===== src/bfre_pkg.sv =====
// Shared types, widths and the reciprocal table of the row box filter.
package bfre_pkg;

    localparam int PIX_W       = 8;
    localparam int RAD_W       = 5;
    localparam int SUM_W       = 14;   // holds 63 * 255 + 31
    localparam int ROWPOS_W    = 6;
    localparam int ROWPOS_MAX  = 63;
    localparam int RECIP_W     = 21;
    localparam int RECIP_SHIFT = 20;   // SUM_W + 6 bits of divisor: exact floor for any sum
    localparam int PROD_W      = SUM_W + RECIP_W;
    localparam int OUTQ_DEPTH  = 8;
    localparam int OUTQ_PTR_W  = 3;
    localparam int OUTQ_CNT_W  = 4;
    localparam int CFG_ADDR_W  = 3;

    localparam logic CFG_IDX_RADIUS = 1'b0;

    // ceil(2^20 / (2r+1)) for r = 0..31
    localparam logic [RECIP_W-1:0] RECIP_TABLE [32] = '{
        21'd1048576, 21'd349526, 21'd209716, 21'd149797,
        21'd116509,  21'd95326,  21'd80660,  21'd69906,
        21'd61681,   21'd55189,  21'd49933,  21'd45591,
        21'd41944,   21'd38837,  21'd36158,  21'd33826,
        21'd31776,   21'd29960,  21'd28340,  21'd26887,
        21'd25576,   21'd24386,  21'd23302,  21'd22311,
        21'd21400,   21'd20561,  21'd19785,  21'd19066,
        21'd18397,   21'd17773,  21'd17190,  21'd16645
    };

    typedef struct packed {
        logic fill;    // load the broadcast pixel (row start)
        logic shift;   // take the neighbor's pixel
        logic entry;   // this cell is the window head: take the broadcast pixel on shift
    } cell_ctrl_t;

endpackage


===== src/bfre_cell.sv =====
// One delay-line cell: holds a pixel and passes it to the next cell.
module bfre_cell (
    input  logic                      aclk,
    input  bfre_pkg::cell_ctrl_t      ctrl,
    input  logic [bfre_pkg::PIX_W-1:0] bcast_pix,
    input  logic [bfre_pkg::PIX_W-1:0] nbr_pix,
    output logic [bfre_pkg::PIX_W-1:0] pix
);

    logic [bfre_pkg::PIX_W-1:0] pix_reg;
    logic [bfre_pkg::PIX_W-1:0] pix_next;

    always_comb begin
        pix_next = pix_reg;
        if (ctrl.fill) begin
            pix_next = bcast_pix;
        end else if (ctrl.shift) begin
            pix_next = ctrl.entry ? bcast_pix : nbr_pix;
        end
    end

    always_ff @(posedge aclk) begin
        pix_reg <= pix_next;
    end

    assign pix = pix_reg;

endmodule


===== src/bfre_mean.sv =====
// Two-stage rounded mean: (sum + r) times reciprocal of 2r+1, then take the quotient.
module bfre_mean (
    input  logic                       aclk,
    input  logic                       aresetn,
    input  logic                       in_valid,
    input  logic                       in_last,
    input  logic [bfre_pkg::SUM_W-1:0] in_sum,
    input  logic [bfre_pkg::RAD_W-1:0] radius,
    output logic                       out_valid,
    output logic                       out_last,
    output logic [bfre_pkg::PIX_W-1:0] out_mean
);

    logic                          va_reg,  va_next;
    logic                          vb_reg,  vb_next;
    logic                          la_reg,  lb_reg;
    logic [bfre_pkg::SUM_W-1:0]    num_reg, num_next;
    logic [bfre_pkg::RECIP_W-1:0]  rc_reg,  rc_next;
    logic [bfre_pkg::PIX_W-1:0]    q_reg,   q_next;
    logic [bfre_pkg::PROD_W-1:0]   prod;

    always_comb begin
        va_next  = in_valid;
        vb_next  = va_reg;
        num_next = in_sum + bfre_pkg::SUM_W'(radius);
        rc_next  = bfre_pkg::RECIP_TABLE[radius];
        prod     = bfre_pkg::PROD_W'(num_reg) * bfre_pkg::PROD_W'(rc_reg);
        q_next   = prod[bfre_pkg::RECIP_SHIFT +: bfre_pkg::PIX_W];
    end

    always_ff @(posedge aclk) begin
        if (!aresetn) begin
            va_reg <= 1'b0;
            vb_reg <= 1'b0;
        end else begin
            va_reg <= va_next;
            vb_reg <= vb_next;
        end
    end

    always_ff @(posedge aclk) begin
        num_reg <= num_next;
        rc_reg  <= rc_next;
        la_reg  <= in_last;
        q_reg   <= q_next;
        lb_reg  <= la_reg;
    end

    assign out_valid = vb_reg;
    assign out_last  = lb_reg;
    assign out_mean  = q_reg;

endmodule


===== src/box_filter_row_edge_replicate_top.sv =====
// Top level of the streaming row box filter with edge replication.
//
//  channel   | dir | beat                               | accepted when
//  ----------+-----+------------------------------------+------------------------------
//  s_        | in  | tdata[7:0] pixel_in, tlast row end | s_tvalid & s_tready
//  m_        | out | tdata[7:0] pixel_out, tlast row end| m_tvalid & m_tready
//  APB       | in  | radius at byte address 0           | psel & penable & pwrite & pready
//
// One beat per cycle inside a row. A last-of-row beat is followed by r flush
// shifts of the cell chain with s_tready low. A result reaches m_tvalid
// through the sum register, the two-stage mean pipeline and then an 8-entry
// output queue; s_tready and the flush shifts also stop while 8 results are
// outstanding, which is what m_tready stalls throttle.
// Reset (synchronous, aresetn low) sets radius to 1 and starts a new row.
module box_filter_row_edge_replicate_top #(
    parameter int MAX_RADIUS = 31
) (
    input  logic                              aclk,
    input  logic                              aresetn,
    // input stream
    input  logic                              s_tvalid,
    output logic                              s_tready,
    input  logic [7:0]                        s_tdata,   // [7:0] pixel_in
    input  logic                              s_tlast,   // last_in_row
    // result stream
    output logic                              m_tvalid,
    input  logic                              m_tready,
    output logic [7:0]                        m_tdata,   // [7:0] pixel_out
    output logic                              m_tlast,   // last_out
    // configuration
    input  logic                              psel,
    input  logic                              penable,
    input  logic                              pwrite,
    input  logic [bfre_pkg::CFG_ADDR_W-1:0]   paddr,
    input  logic [31:0]                       pwdata,
    output logic [31:0]                       prdata,
    output logic                              pready
);

    localparam int DEPTH = 2 * MAX_RADIUS + 1;          // cells in the chain
    localparam int IDX_W = (DEPTH > 1) ? $clog2(DEPTH) : 1;
    localparam logic [bfre_pkg::RAD_W-1:0] MAX_R = bfre_pkg::RAD_W'(MAX_RADIUS);

    typedef enum logic [1:0] {
        ST_IDLE  = 2'b01,
        ST_FLUSH = 2'b10
    } state_t;

    localparam int RAD_PAD = bfre_pkg::ROWPOS_W + 1;   // width of n + k

    // ---------------------------------------------------------------- registers
    state_t                               state_reg,   state_next;
    logic [bfre_pkg::RAD_W-1:0]           radius_reg,  radius_next;
    logic [bfre_pkg::ROWPOS_W-1:0]        n_reg,       n_next;      // pixels seen in row
    logic [bfre_pkg::ROWPOS_W-1:0]        nh_reg,      nh_next;     // n held for flush
    logic [bfre_pkg::RAD_W-1:0]           k_reg,       k_next;      // flush step
    logic [bfre_pkg::PIX_W-1:0]           hold_reg,    hold_next;   // last pixel, replicated
    logic [bfre_pkg::SUM_W-1:0]           sum_reg,     sum_next;
    logic                                 v0_reg,      v0_next;
    logic                                 l0_reg,      l0_next;
    logic [bfre_pkg::OUTQ_CNT_W-1:0]      pend_reg,    pend_next;   // results owed
    logic [bfre_pkg::OUTQ_CNT_W-1:0]      qcnt_reg,    qcnt_next;
    logic [bfre_pkg::OUTQ_PTR_W-1:0]      wptr_reg,    wptr_next;
    logic [bfre_pkg::OUTQ_PTR_W-1:0]      rptr_reg,    rptr_next;
    logic [bfre_pkg::PIX_W-1:0]           qpix_reg [bfre_pkg::OUTQ_DEPTH];
    logic                                 qlast_reg [bfre_pkg::OUTQ_DEPTH];

    // ---------------------------------------------------------------- event decode
    logic [bfre_pkg::RAD_W-1:0]           ar;           // active radius
    logic [bfre_pkg::RAD_W:0]             win_len;      // 2r+1
    logic                                 acc, flush_go, ev_valid, ev_fill, ev_emit, ev_last;
    logic                                 cfg_wr, room, pop;
    logic [bfre_pkg::PIX_W-1:0]           ev_pix;
    logic [IDX_W-1:0]                     entry_idx;
    logic [bfre_pkg::PIX_W-1:0]           cell_pix [DEPTH];
    logic                                 mean_valid, mean_last;
    logic [bfre_pkg::PIX_W-1:0]           mean_pix;

    assign ar        = (radius_reg > MAX_R) ? MAX_R : radius_reg;
    assign win_len   = {ar, 1'b1};
    assign entry_idx = IDX_W'(DEPTH - 1) - IDX_W'({ar, 1'b0});

    assign room      = pend_reg < bfre_pkg::OUTQ_CNT_W'(bfre_pkg::OUTQ_DEPTH);
    assign s_tready  = (state_reg == ST_IDLE) && room;
    assign acc       = s_tvalid && s_tready;
    assign flush_go  = (state_reg == ST_FLUSH) && room;
    assign ev_valid  = acc || flush_go;
    assign ev_pix    = acc ? s_tdata[bfre_pkg::PIX_W-1:0] : hold_reg;
    assign ev_fill   = acc && (n_reg == '0);
    assign pop       = m_tvalid && m_tready;

    assign pready    = 1'b1;
    assign cfg_wr    = psel && penable && pwrite && pready && (paddr[2] == bfre_pkg::CFG_IDX_RADIUS);
    assign prdata    = (paddr[2] == bfre_pkg::CFG_IDX_RADIUS) ?
                       32'(radius_reg) : 32'd0;

    always_comb begin
        if (acc) begin
            ev_emit = n_reg >= bfre_pkg::ROWPOS_W'(ar);
            ev_last = s_tlast && (ar == '0);
        end else begin
            ev_emit = (RAD_PAD'(nh_reg) + RAD_PAD'(k_reg)) >= RAD_PAD'(ar);
            ev_last = (k_reg == ar);
        end
        ev_emit = ev_emit && ev_valid;
    end

    // ---------------------------------------------------------------- cell chain
    // Oldest pixel sits in the far cell; a new pixel enters at DEPTH-1-2r so the
    // outgoing pixel is always read from the same place.
    for (genvar i = 0; i < DEPTH; i++) begin : g_cell
        bfre_pkg::cell_ctrl_t ctrl;
        logic [bfre_pkg::PIX_W-1:0] nbr;
        assign ctrl.fill  = ev_fill;
        assign ctrl.shift = ev_valid && !ev_fill;
        assign ctrl.entry = (entry_idx == IDX_W'(i));
        if (i == 0) begin : g_head
            assign nbr = ev_pix;
        end else begin : g_body
            assign nbr = cell_pix[i-1];
        end
        bfre_cell u_cell (
            .aclk      (aclk),
            .ctrl      (ctrl),
            .bcast_pix (ev_pix),
            .nbr_pix   (nbr),
            .pix       (cell_pix[i])
        );
    end

    // ---------------------------------------------------------------- sequencer
    always_comb begin
        state_next  = state_reg;
        radius_next = radius_reg;
        n_next      = n_reg;
        nh_next     = nh_reg;
        k_next      = k_reg;
        hold_next   = hold_reg;
        sum_next    = sum_reg;
        v0_next     = ev_emit;
        l0_next     = ev_last;

        if (ev_fill) begin
            sum_next = bfre_pkg::SUM_W'(win_len) * bfre_pkg::SUM_W'(ev_pix);
        end else if (ev_valid) begin
            sum_next = sum_reg + bfre_pkg::SUM_W'(ev_pix)
                     - bfre_pkg::SUM_W'(cell_pix[DEPTH-1]);
        end

        unique case (state_reg)
            ST_IDLE: begin
                if (acc) begin
                    if (s_tlast) begin
                        n_next = '0;
                        if (ar != '0) begin
                            state_next = ST_FLUSH;
                            k_next     = bfre_pkg::RAD_W'(1);
                            nh_next    = n_reg;
                            hold_next  = ev_pix;
                        end
                    end else if (n_reg != bfre_pkg::ROWPOS_W'(bfre_pkg::ROWPOS_MAX)) begin
                        n_next = n_reg + bfre_pkg::ROWPOS_W'(1);
                    end
                end
            end
            ST_FLUSH: begin
                if (flush_go) begin
                    if (k_reg == ar) begin
                        state_next = ST_IDLE;
                    end else begin
                        k_next = k_reg + bfre_pkg::RAD_W'(1);
                    end
                end
            end
            default: state_next = ST_IDLE;
        endcase

        // a radius write abandons the row
        if (cfg_wr) begin
            radius_next = pwdata[bfre_pkg::RAD_W-1:0];
            n_next      = '0;
        end
    end

    // ---------------------------------------------------------------- mean pipeline
    bfre_mean u_mean (
        .aclk      (aclk),
        .aresetn   (aresetn),
        .in_valid  (v0_reg),
        .in_last   (l0_reg),
        .in_sum    (sum_reg),
        .radius    (ar),
        .out_valid (mean_valid),
        .out_last  (mean_last),
        .out_mean  (mean_pix)
    );

    // ---------------------------------------------------------------- output queue
    always_comb begin
        pend_next = pend_reg + bfre_pkg::OUTQ_CNT_W'(ev_emit)
                  - bfre_pkg::OUTQ_CNT_W'(pop);
        qcnt_next = qcnt_reg + bfre_pkg::OUTQ_CNT_W'(mean_valid)
                  - bfre_pkg::OUTQ_CNT_W'(pop);
        wptr_next = wptr_reg + bfre_pkg::OUTQ_PTR_W'(mean_valid);
        rptr_next = rptr_reg + bfre_pkg::OUTQ_PTR_W'(pop);
    end

    assign m_tvalid = (qcnt_reg != '0);
    assign m_tdata  = qpix_reg[rptr_reg];
    assign m_tlast  = qlast_reg[rptr_reg];

    always_ff @(posedge aclk) begin
        if (!aresetn) begin
            state_reg  <= ST_IDLE;
            radius_reg <= bfre_pkg::RAD_W'(1);
            n_reg      <= '0;
            k_reg      <= '0;
            sum_reg    <= '0;
            v0_reg     <= 1'b0;
            pend_reg   <= '0;
            qcnt_reg   <= '0;
            wptr_reg   <= '0;
            rptr_reg   <= '0;
        end else begin
            state_reg  <= state_next;
            radius_reg <= radius_next;
            n_reg      <= n_next;
            k_reg      <= k_next;
            sum_reg    <= sum_next;
            v0_reg     <= v0_next;
            pend_reg   <= pend_next;
            qcnt_reg   <= qcnt_next;
            wptr_reg   <= wptr_next;
            rptr_reg   <= rptr_next;
        end
    end

    always_ff @(posedge aclk) begin
        nh_reg   <= nh_next;
        hold_reg <= hold_next;
        l0_reg   <= l0_next;
        if (mean_valid) begin
            qpix_reg[wptr_reg]  <= mean_pix;
            qlast_reg[wptr_reg] <= mean_last;
        end
    end

    // ---------------------------------------------------------------- checks
    // results owed never exceed queue space
    a_pend_bound: assert property (@(posedge aclk) disable iff (!aresetn)
        pend_reg <= bfre_pkg::OUTQ_CNT_W'(bfre_pkg::OUTQ_DEPTH))
        else $error("outstanding result count overran the output queue");

    // queued results are a subset of owed results
    a_queue_le_pend: assert property (@(posedge aclk) disable iff (!aresetn)
        qcnt_reg <= pend_reg)
        else $error("output queue holds more than was issued");

    // a row end with nonzero radius starts a flush
    a_flush_start: assert property (@(posedge aclk) disable iff (!aresetn)
        (acc && s_tlast && (ar != '0)) |=> (state_reg == ST_FLUSH))
        else $error("row end did not start the flush");

    // the final flush shift always issues the row's last result
    a_flush_end: assert property (@(posedge aclk) disable iff (!aresetn)
        (flush_go && (k_reg == ar)) |-> (ev_emit && ev_last))
        else $error("flush ended without the last result");

endmodule


===== config.mk =====
export PLATFORM = sky130hd
export DESIGN_NAME = box_filter_row_edge_replicate_top
export DESIGN_NICKNAME = d
export VERILOG_FILES = /design/src/bfre_pkg.sv /design/src/bfre_cell.sv /design/src/bfre_mean.sv /design/src/box_filter_row_edge_replicate_top.sv
export SDC_FILE = /design/constraint.sdc
export NUM_CORES = 2
export LEC_CHECK = 0
export ABC_AREA = 1
export BUFFER_PORTS_ARGS = -buffer_cell sky130_fd_sc_hd__buf_2
export CORE_ASPECT_RATIO = 0.6
export CORE_MARGIN = 3
export CORE_UTILIZATION = 45
export CTS_CLUSTER_SIZE = 12
export DETAILED_ROUTE_END_ITERATION = 10
export REMOVE_ABC_BUFFERS = 1
export SETUP_SLACK_MARGIN = 0.05
export SLEW_MARGIN = 20
export SYNTH_ARGS = -nofsm -noshare
export SYNTH_HDL_FRONTEND = slang
export SYNTH_SLANG_ARGS = --single-unit

===== constraint.sdc =====
create_clock -name aclk -period 19.8 [get_ports aclk]
set_clock_uncertainty 0.05 [all_clocks]
set_input_delay 3.96 -clock aclk [delete_from_list [all_inputs] [get_ports aclk]]
set_output_delay 3.96 -clock aclk [all_outputs]
set_load 0.05 [all_outputs]

# Word level (Yosys, flattened, before mapping)
# Memory sizes are Yosys's and may differ from the RTL's. A register that Yosys moved wholly into a read port is not among the register bits.
# Cells that the tools add are included.
# Widths: inputs -> output; s select.
[word_totals] word_cells=418 mem_count=3 inputBits=51 out_inout_bits=44 rom_bits=672 regBits=592 ram_bits=72
[op_classes] eq_ne=72 n_mux=213 add_sub_neg=13 mul=2 bitwise=3 order_cmp=4 reduce_logical=26
[mem_list] memory="(name not given)" depth=32 width=21 rd=1 rd_clocked_by_memory_dff=1 wr=0 line="bfre_mean.sv:26" rtl="rc_next = bfre_pkg::RECIP_TABLE[radius];"
[mem_list] memory="qpix_reg" depth=8 width=8 rd=1 rd_clocked_by_memory_dff=1 wr=1 line="box_filter_row_edge_replicate_top.sv:65" rtl="logic [bfre_pkg::PIX_W-1:0] qpix_reg [bfre_pkg::OUTQ_DEPTH];"
[mem_list] memory="qlast_reg" depth=8 width=1 rd=1 rd_clocked_by_memory_dff=1 wr=1 line="box_filter_row_edge_replicate_top.sv:66" rtl="logic qlast_reg [bfre_pkg::OUTQ_DEPTH];"
[ops] op="$mux 8" n=189
[ops] op="$eq 6x6->1 const B" n=31
[ops] op="$eq 6x5->1 const B" n=16
[ops] op="$eq 6x4->1 const B" n=8
[ops] op="$mux 5" n=7
[ops] op="$mul 14x21->28" n=1
[ops] op="$mux 14" n=2
[ops] op="$eq 6x3->1 const B" n=4
[ops] op="$add 14x5->14" n=1
[ops] op="$add 14x8->14" n=1
[ops] op="$mul 6x8->14" n=1
[ops] op="$sub 14x8->14" n=1
[ops] op="$eq 6x2->1 const B" n=2
[ops] op="$mux 6" n=2
[ops] op="$logic_and 1x1->1" n=11
[ops] op="$mux 2" n=5
[ops] op="$pmux 5 s2" n=1
[ops] op="$add 4x1->4" n=2
[ops] op="$ne 2x2->1 const B" n=4
[ops] op="$reduce_bool 2->1" n=4
[ops] op="$sub 4x1->4" n=2
[ops] op="$add 6x5->7" n=1
[ops] op="$ge 7x5->1" n=1
[ops] op="$add 3x1->3" n=2
[ops] op="other kinds (28)" n=34

# Logic depth before layout (Yosys ltp)
[logic_depth] ltp_word=8 ltp_mapped=28 depth_no_buf=27

# Cells and area by module
# Synthesis repeated with hierarchy kept, for this count alone.
[hier_totals] cells_unflattened=4834 area_unflattened_um2=43112.6
[modules_own_cells] module="bfre_cell" cells_each=35 instances=63 area_each_um2=369.1 seq_area_each_um2=240.2
[modules_own_cells] module="bfre_mean" cells_each=1486 instances=1 area_each_um2=10666.5 seq_area_each_um2=920.9
[modules_own_cells] module="box_filter_row_edge_replicate_top" cells_each=1143 instances=1 area_each_um2=9192.6 seq_area_each_um2=3543.4

# Least setup slack after synthesis
# OpenSTA, ideal clock, no wires.
[synth_path] path_type="input to register" from="input s_tvalid" to="register sum_reg[3] in the netlist's numbering" arrival_ns=18.435 setup_ns=0.727 stages=4 n_path_buf=1 required_time_ns=19.023 slack_ns=0.588 cell_sequence="nand2_4 o21ai_1 clkbuf_1 a31oi_1"
[synth_between] elab_chain_cells=6 elab_cells_between_ends=10 cone_classes="add/sub (2); mul (1); mux (3); reduce/logical (4)"
[synth_rtl] item="start: declaration" line="box_filter_row_edge_replicate_top.sv:21" rtl="input logic s_tvalid,"
[synth_rtl] item="$logic_and 1x1->1 (*)" line="box_filter_row_edge_replicate_top.sv:85" rtl="assign acc = s_tvalid && s_tready;"
[synth_rtl] item="$mux 8" line="box_filter_row_edge_replicate_top.sv:88" rtl="assign ev_pix = acc ? s_tdata[bfre_pkg::PIX_W-1:0] : hold_reg;"
[synth_rtl] item="$add 14x8->14" line="box_filter_row_edge_replicate_top.sv:146" rtl="sum_next = sum_reg + bfre_pkg::SUM_W'(ev_pix)"
[synth_rtl] item="$sub 14x8->14" line="box_filter_row_edge_replicate_top.sv:147" rtl="- bfre_pkg::SUM_W'(cell_pix[DEPTH-1]);"
[synth_rtl] item="$mux 14" line="box_filter_row_edge_replicate_top.sv:145" rtl="end else if (ev_valid) begin"
[synth_rtl] item="$mux 14" line="box_filter_row_edge_replicate_top.sv:143" rtl="if (ev_fill) begin"
[synth_rtl] item="end signal: assignment" line="box_filter_row_edge_replicate_top.sv:229" rtl="sum_reg <= sum_next;"
[synth_rtl] item="end: declaration" line="box_filter_row_edge_replicate_top.sv:58" rtl="logic [bfre_pkg::SUM_W-1:0] sum_reg, sum_next;"
# Mark *: on every way between the ends. The rest lies on a longest branch, timed or not. The select of a mux whose other input is x is not followed.
# A chain may end at the register's enable or synchronous reset.

# Worst setup path after layout
[layout_path] from="input paddr[2] in the netlist's numbering" to="output prdata[4]"
[layout_between] elab_chain_cells=1
[layout_rtl] item="start: declaration" line="box_filter_row_edge_replicate_top.sv:34" rtl="input logic [bfre_pkg::CFG_ADDR_W-1:0] paddr,"
[layout_rtl] item="$mux 5" line="box_filter_row_edge_replicate_top.sv:94" rtl="assign prdata = (paddr[2] == bfre_pkg::CFG_IDX_RADIUS) ?"
[layout_rtl] item="end: declaration" line="box_filter_row_edge_replicate_top.sv:36" rtl="output logic [31:0] prdata,"
# Every way passes these cells.

==> impl_metrics.ini <==
[floorplanning]
initial_core_util_pct = 45.9
io-pin-count = 95
core_area_um2 = 86300
dieArea_um2 = 91700
dieHeight_um = 236
row_count = 83
die_w_um = 389

[logic_synthesis]
yosysWarningCount = 0
syn_area_per_cell_um2 = 9.52
yosysTopAreaCellShare_pct = 44.8
synth_top_area_cell = edfxtp_1
netlist_instances = 4160
async_flop_share_pct = 0
yosys-top-cells-area = edfxtp_1 45%, fa_1 12%, nand2_1 11%
ys_types = 56
synth-main-ff-cell = edfxtp_1
syn-cell-area_um2 = 39600
ys_seq_elements = 684
synth-edff-count = 590
yosysSeqAreaShare_pct = 49.5

[placed_design]
dp_hpwl_um = 61200
post_dp_cell_area_um2 = 40300
placed_cells = 5159
io_buffers = 37
place.gp.congestion = 0.882

[setup_path]
path_class = in2out
r2r_slack_ps = 13410
r2r_cells = 19
arrival_ps = 4480
crit_path_start_kind = input port
cp_num_cells = 3
crit_family = buffers and inverters
crit_path_end_kind = output pin
path_buf_inv = 2
cpMaxStageDelayCell = buf_2
crit_top_cell = buf_2
crit_chain = buf_2 -> nor2_1 -> buf_2
cp_max_fo = 6
max_stage_delay_ps = 290
critPathRequiredTime_ps = 15790

[final_layout]
post-route-util_pct = 49.0
instances_no_fill = 5270
multi_input_area_um2 = 16700
layout.nets = 4514
design_area_um2 = 42300
n_fill_cell = 7997
largest_register_ffs = 504
syn_to_final_growth_pct = 6.73
seqCellArea_um2 = 19600
drive_gt1_share_pct = 5.22

[clock_tree]
hold_buffers = 0
cts_buffers = 70
clk_path_buf_depth = 3
cts_setup_buffers = 0
cts_tree = done
insertion_delay_ps = 650
cts.htree.levels = 3
cts_resized = 0
clock-sinks = 684
clk_pin_slew_ps = 60
root_buffer = clkbuf_16

[timing]
finalSetupViolCount = 0
min_period_ps = 8490
whs_ps = 313
drv_slew = 0
fmaxAchievable_mhz = 118
post-route-period-util_pct = 42.9
worst_pin_slew_ps = 1200
slew_headroom_pct = 20.0
hold_violations = 0
rsz0062_at_grt = no

[worst_hold_path]
hold_path_depth = 0
hold_class = reg2reg

[routing]
wl_per_cell_um = 17.5
drt_iter0_drc = 2705
drc = 0
ant_nets = 0
first_pass_iters = 6
routed_wl_um = 92500
vias_per_cell = 5.14
dr_total_vias = 27100

[global_route]
grt_pass1_wl_um = 146000
antenna_found_initial = 1
gr-total-overflow = 0
grt_pass1_vias = 25300
grt_max_degree = 201
track_usage_pct = 20.2

[outcome]
status = finished clean

[flow_run]
maxCapViolCount = 0
[through the flow]
step	TNS (ps)	setup WS [ps]
finish	0	11310
global route	0	11220
CTS	0	11320
detailed placement	0	10870
global placement	0	10940
floorplan	-2662470	-7260
[cell families (layout without fill, tap and decap cells)]
group                    after synthesis  after routing  share of synthesized area, %
XOR/XNOR                              34             34                         0.752
flip-flops                           684            684                          49.5
buffers and inverters                806            742                          8.63
AND/OR/NAND/NOR                     1754           1754                          17.5
AO/OA/AOI/OAI                        501            501                          7.15
other                                  2             29                        0.0190
adder cells (fa/ha/maj)              379            379                          16.4
[area by class of cell]
class	count	area share, %
sequential	684	46.4
clock inverter	13	0.237
tap	1147	3.40
antenna	1	0.00592
clock buffer	97	4.48
inverter	576	5.16
multi-input combinational	2696	39.5
timing repair buffer	56	0.835
[path summary, 6_finish.rpt]
check | startpoint | to
max | paddr[2] | prdata[4]
min | u_mean.la_reg | u_mean.out_last
min reg2reg | u_mean.la_reg | u_mean.out_last
max reg2reg | u_mean.num_reg[2] | u_mean.out_mean[7]
[placed cells by master, fill, tap and decap left out, drive strengths merged, types with 94 or more instances in the layout]
cell type,n
nand2,1139
edfxtp,590
inv,576
nor2,466
a21oi,320
fa,235
ha,144
o21ai,98
clkbuf,97
dfxtp,94
[worst register-to-register path, stage by stage (launching register included)]
cell and delay [ps]:
dfxtp_1 1010, nand2_1 190, fa_1 570, inv_1 50
fa_1 380, fa_1 540, inv_1 50, fa_1 540
inv_1 50, fa_1 510, fa_1 420, ha_1 400
a21oi_1 220, o21ai_0 130, a21oi_1 170, nand2_1 70
nor2_1 410, inv_1 80, nand2_1 80, nand2_1 250
[per-layer routing]
layer  global-route usage [%]  part of all wire [%]
met5                        0                0.0076
met4                     4.16                   1.4
met3                     5.69                   9.1
met2                     25.8                    38
met1                     33.1                    52
[cell usage after synthesis (16+ instances only)]
library cell and count:
a21oi_1 319, buf_2 63, buf_4 74, clkbuf_1 80, dfxtp_1 94, edfxtp_1 590
fa_1 235, ha_1 144, inv_1 557, nand2_1 1118, nand2_2 20, nand3_1 89
nand4_1 16, nor2_1 459, nor3_1 18, o21ai_0 94, xor2_1 25
Power is left out: the tool's default activity adds up to more than one toggle a clock period on the data nets, which glitch-free logic cannot reach.
